==> src/hdl/caesar_vigenere_byte_cipher_macros.svh <==
// ----------------------------------------------------------------------------
// Assertion macros for the byte cipher
// Clocked, reset-qualified concurrent assertion wrappers.
// ----------------------------------------------------------------------------
`ifndef CAESAR_VIGENERE_BYTE_CIPHER_MACROS_SVH
`define CAESAR_VIGENERE_BYTE_CIPHER_MACROS_SVH

// Assertion on clk, disabled while rst is high.
`define CVB_ASSERT(label, prop, msg) \
  label: assert property (@(posedge clk) disable iff (rst) (prop)) else $error(msg);

// Assertion on clk that also holds through reset.
`define CVB_ASSERT_ALWAYS(label, prop, msg) \
  label: assert property (@(posedge clk) (prop)) else $error(msg);

`endif

==> src/hdl/cvb_pkg.sv <==
// ----------------------------------------------------------------------------
// cvb_pkg
// Shared types and constants of the byte cipher.
// ----------------------------------------------------------------------------
package cvb_pkg;

  localparam int unsigned KEY_W    = 32;
  localparam int unsigned METHOD_W = 2;
  localparam int unsigned BYTE_W   = 8;

  // Configuration register indexes
  localparam logic REG_CIPHER_KEY    = 1'b0;
  localparam logic REG_CIPHER_METHOD = 1'b1;

  // Cipher methods (any other code passes through)
  localparam logic [METHOD_W-1:0] METHOD_CAESAR   = 2'd0;
  localparam logic [METHOD_W-1:0] METHOD_VIGENERE = 2'd1;
  localparam logic [METHOD_W-1:0] METHOD_PASS     = 2'd2;

  // Linear congruential generator
  localparam logic [KEY_W-1:0] LCG_MUL = 32'd214013;
  localparam logic [KEY_W-1:0] LCG_INC = 32'd2531011;

  // Item between the keystream stage and the combine stage
  typedef struct packed {
    logic [BYTE_W-1:0] data_byte;
    logic              decrypt;
    logic              last;
    logic [BYTE_W-1:0] operand;
  } stage_t;

endpackage

==> src/hdl/cvb_keystream.sv <==
// ----------------------------------------------------------------------------
// cvb_keystream
// Generator state, operand select and input register stage.
// ----------------------------------------------------------------------------
`include "caesar_vigenere_byte_cipher_macros.svh"

module cvb_keystream
  import cvb_pkg::*;
#(
  parameter int unsigned KEYSTREAM_LENGTH = 32
) (
  input  logic                clk,
  input  logic                rst,
  input  logic                en,
  input  logic                in_valid,
  input  logic [BYTE_W-1:0]   in_byte,
  input  logic                in_decrypt,
  input  logic                in_last,
  input  logic [KEY_W-1:0]    cipher_key,
  input  logic [METHOD_W-1:0] cipher_method,
  output stage_t              st,
  output logic                st_valid
);

  localparam int unsigned POS_W = (KEYSTREAM_LENGTH > 1) ? $clog2(KEYSTREAM_LENGTH) : 1;
  localparam logic [POS_W:0] LEN = (POS_W + 1)'(KEYSTREAM_LENGTH);

  logic [KEY_W-1:0] generator_seed;
  logic [POS_W-1:0] key_position;
  logic [POS_W-1:0] key_position_next;
  logic [KEY_W-1:0] seed_base;
  logic [KEY_W-1:0] seed_next;
  logic [POS_W:0]   pos_inc;
  logic [BYTE_W-1:0] operand;
  logic             accept;

  assign accept    = in_valid & en;
  // period start reloads from the key
  assign seed_base = (key_position == '0) ? cipher_key : generator_seed;
  assign seed_next = seed_base * LCG_MUL + LCG_INC;
  assign pos_inc   = {1'b0, key_position} + 1'b1;

  always_comb begin
    if (in_last || pos_inc >= LEN) begin
      key_position_next = '0;
    end else begin
      key_position_next = pos_inc[POS_W-1:0];
    end
  end

  always_comb begin
    case (cipher_method)
      METHOD_CAESAR:   operand = cipher_key[BYTE_W-1:0];
      METHOD_VIGENERE: operand = seed_next[23:16];
      METHOD_PASS:     operand = '0;
      default:         operand = '0;
    endcase
  end

  always_ff @(posedge clk) begin
    if (rst) begin
      generator_seed <= '0;
      key_position   <= '0;
      st_valid       <= 1'b0;
    end else begin
      if (en) begin
        st_valid <= in_valid;
      end
      if (accept) begin
        generator_seed <= seed_next;
        key_position   <= key_position_next;
      end
    end
  end

  always_ff @(posedge clk) begin
    if (accept) begin
      st.data_byte <= in_byte;
      st.decrypt   <= in_decrypt;
      st.last      <= in_last;
      st.operand   <= operand;
    end
  end

  `CVB_ASSERT(a_last_restarts, accept && in_last |=> key_position == '0, "last byte did not restart period")
  `CVB_ASSERT(a_state_holds, !accept |=> $stable(key_position) && $stable(generator_seed), "state moved without a request")
  `CVB_ASSERT(a_pos_in_range, {1'b0, key_position} < LEN, "key position out of period")

endmodule

==> src/hdl/cvb_combine.sv <==
// ----------------------------------------------------------------------------
// cvb_combine
// Byte add or subtract into the output register.
// ----------------------------------------------------------------------------
module cvb_combine
  import cvb_pkg::*;
(
  input  logic              clk,
  input  logic              rst,
  input  logic              en,
  input  stage_t            st,
  input  logic              st_valid,
  output logic              out_valid,
  output logic [BYTE_W-1:0] out_byte,
  output logic              out_last
);

  logic [BYTE_W-1:0] result;

  assign result = st.decrypt ? (st.data_byte - st.operand) : (st.data_byte + st.operand);

  always_ff @(posedge clk) begin
    if (rst) begin
      out_valid <= 1'b0;
    end else if (en) begin
      out_valid <= st_valid;
    end
  end

  always_ff @(posedge clk) begin
    if (en && st_valid) begin
      out_byte <= result;
      out_last <= st.last;
    end
  end

endmodule

==> src/hdl/caesar_vigenere_byte_cipher.sv <==
// ----------------------------------------------------------------------------
// caesar_vigenere_byte_cipher
// Caesar / LCG-keystream Vigenere byte cipher on a stream interface.
// ----------------------------------------------------------------------------
// A request is registered in the keystream stage, then in the output stage.
// Throughput: one byte per cycle when not stalled; the generator multiply-add
//   and state update fit in the input stage: requests follow back to back.
// Backpressure stalls both stages together when the result is not taken.
// Reset (rst, synchronous): key, method, generator and period position go
//   to zero and both stages empty.
// ----------------------------------------------------------------------------
module caesar_vigenere_byte_cipher
  import cvb_pkg::*;
#(
  parameter int unsigned KEYSTREAM_LENGTH = 32
) (
  input  logic              clk,
  input  logic              rst,
  // configuration
  input  logic              cfg_we,
  input  logic              cfg_index,
  input  logic [KEY_W-1:0]  cfg_wdata,
  // input stream
  input  logic              s_tvalid,
  output logic              s_tready,
  input  logic [7:0]        s_tdata,   // [7:0] data_byte
  input  logic              s_tuser,   // [0] mode (1 = decrypt)
  input  logic              s_tlast,   // last_in
  // result stream
  output logic              m_tvalid,
  input  logic              m_tready,
  output logic [7:0]        m_tdata,   // [7:0] result_byte
  output logic              m_tlast    // last_out
);

  logic [KEY_W-1:0]    cipher_key;
  logic [METHOD_W-1:0] cipher_method;
  logic                en;
  stage_t              st;
  logic                st_valid;

  // whole pipe advances unless a result sits unclaimed
  assign en       = !m_tvalid || m_tready;
  assign s_tready = en;

  // configuration registers, the user writes them only while idle (not enforced here)
  always_ff @(posedge clk) begin
    if (rst) begin
      cipher_key    <= '0;
      cipher_method <= METHOD_CAESAR;
    end else if (cfg_we) begin
      case (cfg_index)
        REG_CIPHER_KEY:    cipher_key    <= cfg_wdata;
        REG_CIPHER_METHOD: cipher_method <= cfg_wdata[METHOD_W-1:0];
        default:           cipher_key    <= cipher_key;
      endcase
    end
  end

  // stage 1: generator step and operand pick
  cvb_keystream #(
    .KEYSTREAM_LENGTH(KEYSTREAM_LENGTH)
  ) u_keystream (
    .clk          (clk),
    .rst          (rst),
    .en           (en),
    .in_valid     (s_tvalid),
    .in_byte      (s_tdata),
    .in_decrypt   (s_tuser),
    .in_last      (s_tlast),
    .cipher_key   (cipher_key),
    .cipher_method(cipher_method),
    .st           (st),
    .st_valid     (st_valid)
  );

  // stage 2: modulo-256 add or subtract
  cvb_combine u_combine (
    .clk      (clk),
    .rst      (rst),
    .en       (en),
    .st       (st),
    .st_valid (st_valid),
    .out_valid(m_tvalid),
    .out_byte (m_tdata),
    .out_last (m_tlast)
  );

endmodule

==> config.mk <==
export PLATFORM = sky130hd
export DESIGN_NAME = caesar_vigenere_byte_cipher
export DESIGN_NICKNAME = d
export VERILOG_FILES = /design/src/hdl/cvb_pkg.sv /design/src/hdl/cvb_keystream.sv /design/src/hdl/cvb_combine.sv /design/src/hdl/caesar_vigenere_byte_cipher.sv
export VERILOG_INCLUDE_DIRS = /design/src /design/src/hdl
export SDC_FILE = /design/constraint.sdc
export NUM_CORES = 1
export LEC_CHECK = 0
export BUFFER_PORTS_ARGS = -buffer_cell sky130_fd_sc_hd__buf_2
export CELL_PAD_IN_SITES_DETAIL_PLACEMENT = 0
export CELL_PAD_IN_SITES_GLOBAL_PLACEMENT = 1
export CORE_ASPECT_RATIO = 0.7
export CORE_MARGIN = 8
export CORE_UTILIZATION = 54
export DETAILED_ROUTE_END_ITERATION = 10
export PLACE_DENSITY = 0.85
export SYNTH_ARGS = -nofsm -noshare
export SYNTH_HDL_FRONTEND = slang
export SYNTH_HIERARCHICAL = 1
export SYNTH_SLANG_ARGS = --single-unit
export TNS_END_PERCENT = 100
==> constraint.sdc <==
create_clock -name clk -period 18.7 [get_ports clk]
set_input_delay 1.87 -clock clk [delete_from_list [all_inputs] [get_ports clk]]
set_output_delay 1.87 -clock clk [all_outputs]
set_load 0.02 [all_outputs]
After elaboration in Yosys (flattened, before gate mapping)
Index checks and enable logic that the tools add are counted.

Bits in registers: 100. Input bits: 48. Output and inout port bits: 11. Word-level logic and storage cells: 33.

Add/sub/neg operators: 4. $mul: 1. Order comparisons: 1. Eq/ne operators: 1. Multiplexer cells: 4. Bitwise operators: 2. Reduce and logical (&&, ||, !) cells: 8.

Operators by type and width (number): adder 32 x 22 -> 32 bit, second input constant (1); multiplier 32 x 18 -> 32 bit, second input constant (1); 2-to-1 mux 32 bit (1); case mux 8 bit (2 select lines) (1); adder 8 bit (1); 2-to-1 mux 8 bit (1); subtractor 8 bit (1); adder 5 x 1 -> 6 bit, second input constant (1); >= comparator 6 bit, second input constant (1); zero test 5 bit (1); 2-to-1 mux 5 bit (1); AND reduction 2 bit (2); == test 2 x 1 -> 1 bit, second input constant (1); zero test 2 bit (1); logical OR 1 bit (2); AND 1 bit (1); logical AND 1 bit (1); zero test 1 bit (1); inverter 1 bit (1).

Depth between registers and ports, before layout
Gate-level depths: netlist of the first run.

Depth after elaboration: 5. Mapped depth: 30. Depth with buffers taken out: 28.

By module
Netlist of the first run, hierarchy kept.

By module, submodules not included: cvb_keystream (times used 1, cells each 776, area an instance 7315.8 µm²); caesar_vigenere_byte_cipher (times used 1, cells each 153, area an instance 1731.7 µm²); cvb_combine (times used 1, cells each 72, area an instance 733.2 µm²).

Worst setup path before layout of the first run
No wires, ideal clock.

Kind: register to register. From: register u_keystream.key_position[0]. To: register u_keystream/st[4] (netlist name). Library setup time: 0.267 ns. Data arrival time: 6.531 ns. Slack: 11.903 ns. Cell stages (with the launch flop): 29. Path through: dfxtp_1 inv_1 ha_1 nor4b_2 buf_4 buf_4 mux2i_1 inv_1 xnor2_1 ha_1 or2_2 inv_1 fa_1 fa_1 inv_1 fa_1 fa_1 inv_1 fa_1 inv_1 ha_1 nand4_1 a211oi_1 nor3_2 a21oi_2 a211o_1 a21oi_1 xor2_1 o22ai_1.

Longest elaborated chain between the ends: 5.

RTL lines: start, declared (RTL line cvb_keystream.sv:29) `logic [POS_W-1:0] key_position;`; start signal, assigned (RTL line cvb_keystream.sv:71) `key_position <= key_position_next;`; zero test 5 bit (RTL line cvb_keystream.sv:39) `assign seed_base = (key_position == '0) ? cipher_key : generator_seed;`; 2-to-1 mux 32 bit (RTL line cvb_keystream.sv:39); multiplier 32 x 18 -> 32 bit (RTL line cvb_keystream.sv:40) `assign seed_next = seed_base * LCG_MUL + LCG_INC;`; adder 32 x 22 -> 32 bit (RTL line cvb_keystream.sv:40); case mux 8 bit (2 select lines) (RTL line cvb_keystream.sv:52) `case (cipher_method)`; via u_keystream.operand[4] (RTL line cvb_keystream.sv:34) `logic [BYTE_W-1:0] operand;`.

The timed path passes the listed nets, and every way through them passes these cells. A chain may end at the register's enable or synchronous reset.

Worst setup path after layout of the first run
From: register u_keystream.key_position[0]. To: register u_keystream/st[6] (netlist name).

Longest elaborated chain between the ends: 5.

RTL lines (RTL line): zero test 5 bit (cvb_keystream.sv:39); 2-to-1 mux 32 bit (cvb_keystream.sv:39); multiplier 32 x 18 -> 32 bit (cvb_keystream.sv:40); adder 32 x 22 -> 32 bit (cvb_keystream.sv:40); case mux 8 bit (2 select lines) (cvb_keystream.sv:52); via u_keystream.operand[6] (cvb_keystream.sv:34).

The timed path passes the listed nets, and every way through them passes these cells.

==> results of run 1 <==
-- per-stage QoR --
stage	util [%]	instances	area (um^2)
final	58.8	1238	10100
after global routing	58.8	1238	10100
after CTS	58.8	1238	10100
after detailed placement	57.1	1222	9770
after global placement	57.1	1222	9770
after floorplan	-	969	9410
-- layout make-up --
| type | instances | area [um^2] | area share (%) |
|---|---|---|---|
| flip-flops and latches | 84 | 1950 | 19.4 |
| well taps | 231 | 289 | 2.87 |
| clock buffers | 10 | 229 | 2.28 |
| multi-input cells | 637 | 6440 | 64.0 |
| inverters | 217 | 815 | 8.10 |
| repair buffers | 53 | 273 | 2.71 |
| clock inverters | 6 | 66.3 | 0.659 |
-- state kept, by name, indices dropped and copies added, names as in the netlist --
register                    cells
cipher_key                     24
cipher_method                   2
u_combine/out_byte              8
u_combine/out_last              1
u_combine/out_valid             1
u_keystream/generator_seed     24
u_keystream/key_position        5
u_keystream/st                 18
u_keystream/st_valid            1
-- layout by cell type, fill, tap and decap left out, drive strengths merged, types with 20 or more instances in the layout --
| cell type | instances |
|---|---|
| inv | 216 |
| ha | 114 |
| fa | 103 |
| xnor2 | 60 |
| dfxtp | 57 |
| buf | 53 |
| nand2 | 49 |
| a21oi | 43 |
| nand2b | 39 |
| o21ai | 35 |
| nor2 | 34 |
| edfxtp | 27 |
| nand4bb | 22 |
| mux2i | 20 |
-- path summary, 6_finish.rpt --
path	startpoint	end	slack, ps	depth (start not counted)
worst max-delay path	u_keystream/key_position[0]$_SDFFE_PP0P_	u_keystream/st[6]$_DFFE_PP_	10820	27
worst min-delay path	u_keystream/st[8]$_DFFE_PP_	u_combine/out_last$_DFFE_PP_	430	0
worst max register to register	u_keystream/key_position[0]$_SDFFE_PP0P_	u_keystream/st[6]$_DFFE_PP_	10820	27
worst min register to register	u_keystream/st[8]$_DFFE_PP_	u_combine/out_last$_DFFE_PP_	430	0
-- metal layers --
metal	global-route usage, %	vias to the layer above
li1	-	3178
met4	2.76	0
met5	0	-
met1	30.2	3025
met2	28.2	126
met3	3.08	18
-- worst register-to-register path, cell delays in order, from the launching register on --
cell	delay (ps)
dfxtp_1	350
inv_1	70
ha_1	160
nor4b_4	200
buf_4	400
mux2i_1	610
inv_1	290
xnor2_1	230
ha_1	220
or2_2	330
inv_1	90
fa_1	430
fa_1	560
inv_1	60
fa_1	470
fa_1	490
inv_1	50
fa_1	520
inv_1	50
ha_1	370
nand4_1	130
a211oi_1	60
nor3_2	370
a21oi_2	170
a211oi_1	310
o21bai_1	120
xnor2_1	310
o22ai_1	180
==> reports/summary.txt, run 1 <==
GLOBAL ROUTE
----------------------------------------------------------------------------------
Gr usage total                                                               19.4%
Antenna violations before repair                                                 0
Wire length of the first global-routing pass                              34400 um
Maximum number of pins on one net before global-route repair                    80
GRT overflow                                                                     0
Via count of the first global-routing pass                                    6489

CLOCK TREE
----------------------------------------------------------------------------------
CTS clk-pin slew, worst paths                                                60 ps
Number of levels in the clock H-tree                                             3
Clock latency on the worst-skew pair                                        340 ps
Clock sinks                                                                     84
Post-CTS repair timing setup buffer count                                        0
CTS tree                                                                       yes
Clk buf depth                                                                    2
Hold Buf Count CTS                                                               0
TritonCTS buffer count                                                           9
Clk Tree Root Cell                                                       clkbuf_16
Post-CTS resize count                                                            0

SYNTH
----------------------------------------------------------------------------------
Avg Synthesized Cell Area                                                9.71 um^2
Syn_nets                                                                      1234
Mapped Cells                                                                   969
Post-synthesis instance area                                             9410 um^2
Count of warnings emitted by yosys                                               6

FINAL LAYOUT
----------------------------------------------------------------------------------
Final-layout fill cell count                                                  1566
Share of final-layout standard cells stronger than drive strength 1          11.0%
Number of nets in the finished design                                         1267
Antenna cells                                                                    0
Area Overhead vs Synth                                                       6.91%

DIE
----------------------------------------------------------------------------------
CORE AREA                                                               17100 um^2
I/O pin total                                                                   59
Std cell rows                                                                   40
Starting utilization of the core area                                        55.0%
Die footprint                                                           22000 um^2
Width of the die                                                            174 um
Die boundary height                                                         126 um

DETAILED ROUTING
----------------------------------------------------------------------------------
Routed met2 length                                                         8310 um
Violation count after the first detailed-routing iteration                     369
Met1 wire length                                                          10900 um
Vias after detailed routing                                                   6347
Total iterations of the first detailed-routing run                               6
Number of nets with antenna violations after detailed routing                    0
Highest metal layer with signal wires                                         met4
Post-detailed-route wirelength per cell                                    16.4 um
Vias per Instance                                                             5.13
Sum of routed wire length over all layers                                 20300 um
Remaining design rule violation count                                            0
Detail Route met3 WL                                                        855 um

PLACE
----------------------------------------------------------------------------------
Final GP Congestion                                                          0.893
Detailed placer's ending HPWL                                             16900 um
I/O Buffers                                                                     50
Setup slack at placement                                                  10870 ps

TIMING
----------------------------------------------------------------------------------
Final clock period utilization by the worst path                             42.2%
Setup slack after layout                                                  10820 ps
Number of endpoints failing setup at the final stage                             0
Setup_tns                                                                     0 ps
Minimum hold slack                                                          426 ps
Unrepaired setup endpoints after global routing                                 no
Maximum clock frequency                                                    127 MHz
Final Hold Fails                                                                 0
Max-slew violation count                                                         0
Final critical-path required period                                        7880 ps
Max-Slew Margin vs Limit                                                     36.0%
Least-Margin Pin Slew                                                       934 ps
Worst setup skew after layout                                              6.62 ps

SETUP PATH
----------------------------------------------------------------------------------
Critical path type                                                    flop to flop
Most numerous cell on the critical path                                      inv_1
Arrival time worst endpoint                                                7940 ps
Max stage delay cell, worst path                                           mux2i_1
Critical path required time                                               18760 ps
Crit path max fanout                                                            28
Slowest cell delay on critical path                                         600 ps
Buf+Inv Stages, Crit Path                                                        7
Endpoint kind of the worst setup timing path                                  flop
CP delay by family, top                                                adder cells
Worst setup SP type                                                           flop

WORST HOLD PATH
----------------------------------------------------------------------------------
Path type of the worst min-delay path                                 flop to flop

FLOW RUN
----------------------------------------------------------------------------------
Total of max-cap violations                                                      0

RUN STATUS
----------------------------------------------------------------------------------
Run status                                                            complete, no violations

Power of run 1 is left out: the tool's default activity adds up to more than one toggle a clock period on the data nets, which glitch-free logic cannot reach.
==> run 2: changes to the inputs <==
- CORE_UTILIZATION: 54 -> 45
- PLACE_DENSITY: 0.85 -> 0.76
- clock period: 18.7 -> 6.9 ns (I/O delays scaled with it)
==> reports/summary.txt, run 2 (synthesis results as in run 1) <==
FINAL LAYOUT
----------------------------------------------------------------------------------
Most common library cell in the layout ignoring fill and taps                inv_1
Number of nets in the finished design                                         1357
Area Overhead vs Synth                                                       17.7%
Final cell area excluding filler cells                                  11100 um^2
Antenna cells                                                                    0
Share of final-layout standard cells stronger than drive strength 1          21.7%
Top library cells by usage in the layout, fill and taps aside         inv_1 (211), ha_1 (105), fa_1 (100), buf_4 (90), dfxtp_1 (57)
Layout Cells excl Fill                                                        1373
Registers with the highest flip-flop counts                           cipher_key: 24 flops, u_keystream/generator_seed: 24 flops, u_keystream/st: 18 flops

TIMING
----------------------------------------------------------------------------------
Number of endpoints failing setup at the final stage                             0
Worst setup skew after layout                                              10.1 ps
Unrepaired setup endpoints after global routing                                yes
Max-slew violation count                                                         0
Maximum clock frequency                                                    150 MHz
Least-Margin Pin Slew                                                       870 ps
Max-Slew Margin vs Limit                                                     41.8%
Final Hold Fails                                                                 0
Final clock period utilization by the worst path                             96.4%
Final critical-path required period                                        6650 ps

DETAILED ROUTING
----------------------------------------------------------------------------------
Violation count after the first detailed-routing iteration                     363
Remaining design rule violation count                                            0
Sum of routed wire length over all layers                                 22200 um
Number of nets with antenna violations after detailed routing                    0
Post-detailed-route wirelength per cell                                    16.2 um
Vias after detailed routing                                                   6684
Vias per Instance                                                             4.87
Total iterations of the first detailed-routing run                               4

SETUP PATH
----------------------------------------------------------------------------------
Number of stages on the worst setup path                                        27
CP delay by family, top                                                adder cells
Critical path required time                                                6970 ps
Buf+Inv Stages, Crit Path                                                        9
Max stage delay cell, worst path                                              fa_1
FF-to-FF path depth                                                             27
Slowest cell delay on critical path                                         560 ps
Most numerous cell on the critical path                                      inv_1
Crit path max fanout                                                             8
Critical path type                                                    flop to flop
Endpoint kind of the worst setup timing path                                  flop
Arrival time worst endpoint                                                6720 ps
Worst setup SP type                                                           flop

DIE
----------------------------------------------------------------------------------
Starting utilization of the core area                                        45.6%
Std cell rows                                                                   44
Width of the die                                                            189 um
Die footprint                                                           25900 um^2
Die boundary height                                                         137 um
I/O pin total                                                                   59
CORE AREA                                                               20600 um^2

PLACE
----------------------------------------------------------------------------------
Final GP Congestion                                                          0.857
Placed Cells incl. Taps                                                       1349
I/O Buffers                                                                     50
Detailed placer's ending HPWL                                             18400 um
Area post-placement                                                     10500 um^2

CLOCK TREE
----------------------------------------------------------------------------------
Number of levels in the clock H-tree                                             3
CTS clk-pin slew, worst paths                                                60 ps
Hold Buf Count CTS                                                               0
TritonCTS buffer count                                                           9
CTS tree                                                                       yes
Clock latency on the worst-skew pair                                        340 ps
Clk Tree Root Cell                                                       clkbuf_16
Clock sinks                                                                     84
Clk buf depth                                                                    2

GLOBAL ROUTE
----------------------------------------------------------------------------------
Gr usage total                                                               18.0%
Via count of the first global-routing pass                                    6933
Antenna violations before repair                                                 0
Maximum number of pins on one net before global-route repair                    80
Wire length of the first global-routing pass                              36900 um
GRT overflow                                                                     0

FLOW RUN
----------------------------------------------------------------------------------
Total of max-cap violations                                                      0

WORST HOLD PATH
----------------------------------------------------------------------------------
Path type of the worst min-delay path                                 flop to flop
Cells on Worst Hold Path                                                         0

RUN STATUS
----------------------------------------------------------------------------------
Run status                                                            complete, no violations

-- run 2: area by class of cell --
| type | instances | area, um^2 |
|---|---|---|
| multi-input cells | 637 | 6710 |
| repair buffers | 143 | 968 |
| fillers | 1902 | 9570 |
| clock buffers | 12 | 236 |
| flip-flops and latches | 84 | 1950 |
| clock inverters | 4 | 50.0 |
| well taps | 276 | 345 |
| inverters | 217 | 815 |
-- run 2: repair_timing --
action	CTS	global route
gates resized for setup	1	52
setup buffers	0	8
pin swaps	0	21
endpoints found under the hold margin	0	0
endpoints found under the setup margin	1	17
-- run 2: worst paths after layout --
| check | startpoint | endpoint | slack (ps) |
|---|---|---|---|
| hold / removal | u_keystream/st[8]$_DFFE_PP_ | u_combine/out_last$_DFFE_PP_ | 430 |
| setup reg to reg | u_keystream/key_position[1]$_SDFFE_PP0P_ | u_keystream/st[4]$_DFFE_PP_ | 250 |
| setup / recovery | u_keystream/key_position[1]$_SDFFE_PP0P_ | u_keystream/st[4]$_DFFE_PP_ | 250 |
| hold reg to reg | u_keystream/st[8]$_DFFE_PP_ | u_combine/out_last$_DFFE_PP_ | 430 |
-- run 2: layer usage --
layer  vias to the layer above  global-route usage (%)  wire (um)
met1                      3198                    28.1      12300
met4                         0                    1.95        118
li1                       3368                       -          -
met2                       105                    26.0       8970
met3                        13                    2.95        846
met5                         -                       0          0
-- run 2: through the flow --
stage / TNS, ps / setup WS, ps / hold slack, ps / util (%)
after floorplan: 0 / 103 / 400 / -
after global placement: 0 / 87.5 / 406 / 50.6
after detailed placement: 0 / 34.9 / 419 / 50.6
after CTS: 0 / 51.7 / 433 / 52.0
after global routing: -185 / -45.5 / 441 / 53.6
final: 0 / 247 / 428 / 53.6
Power of run 2 is left out for the same reason.
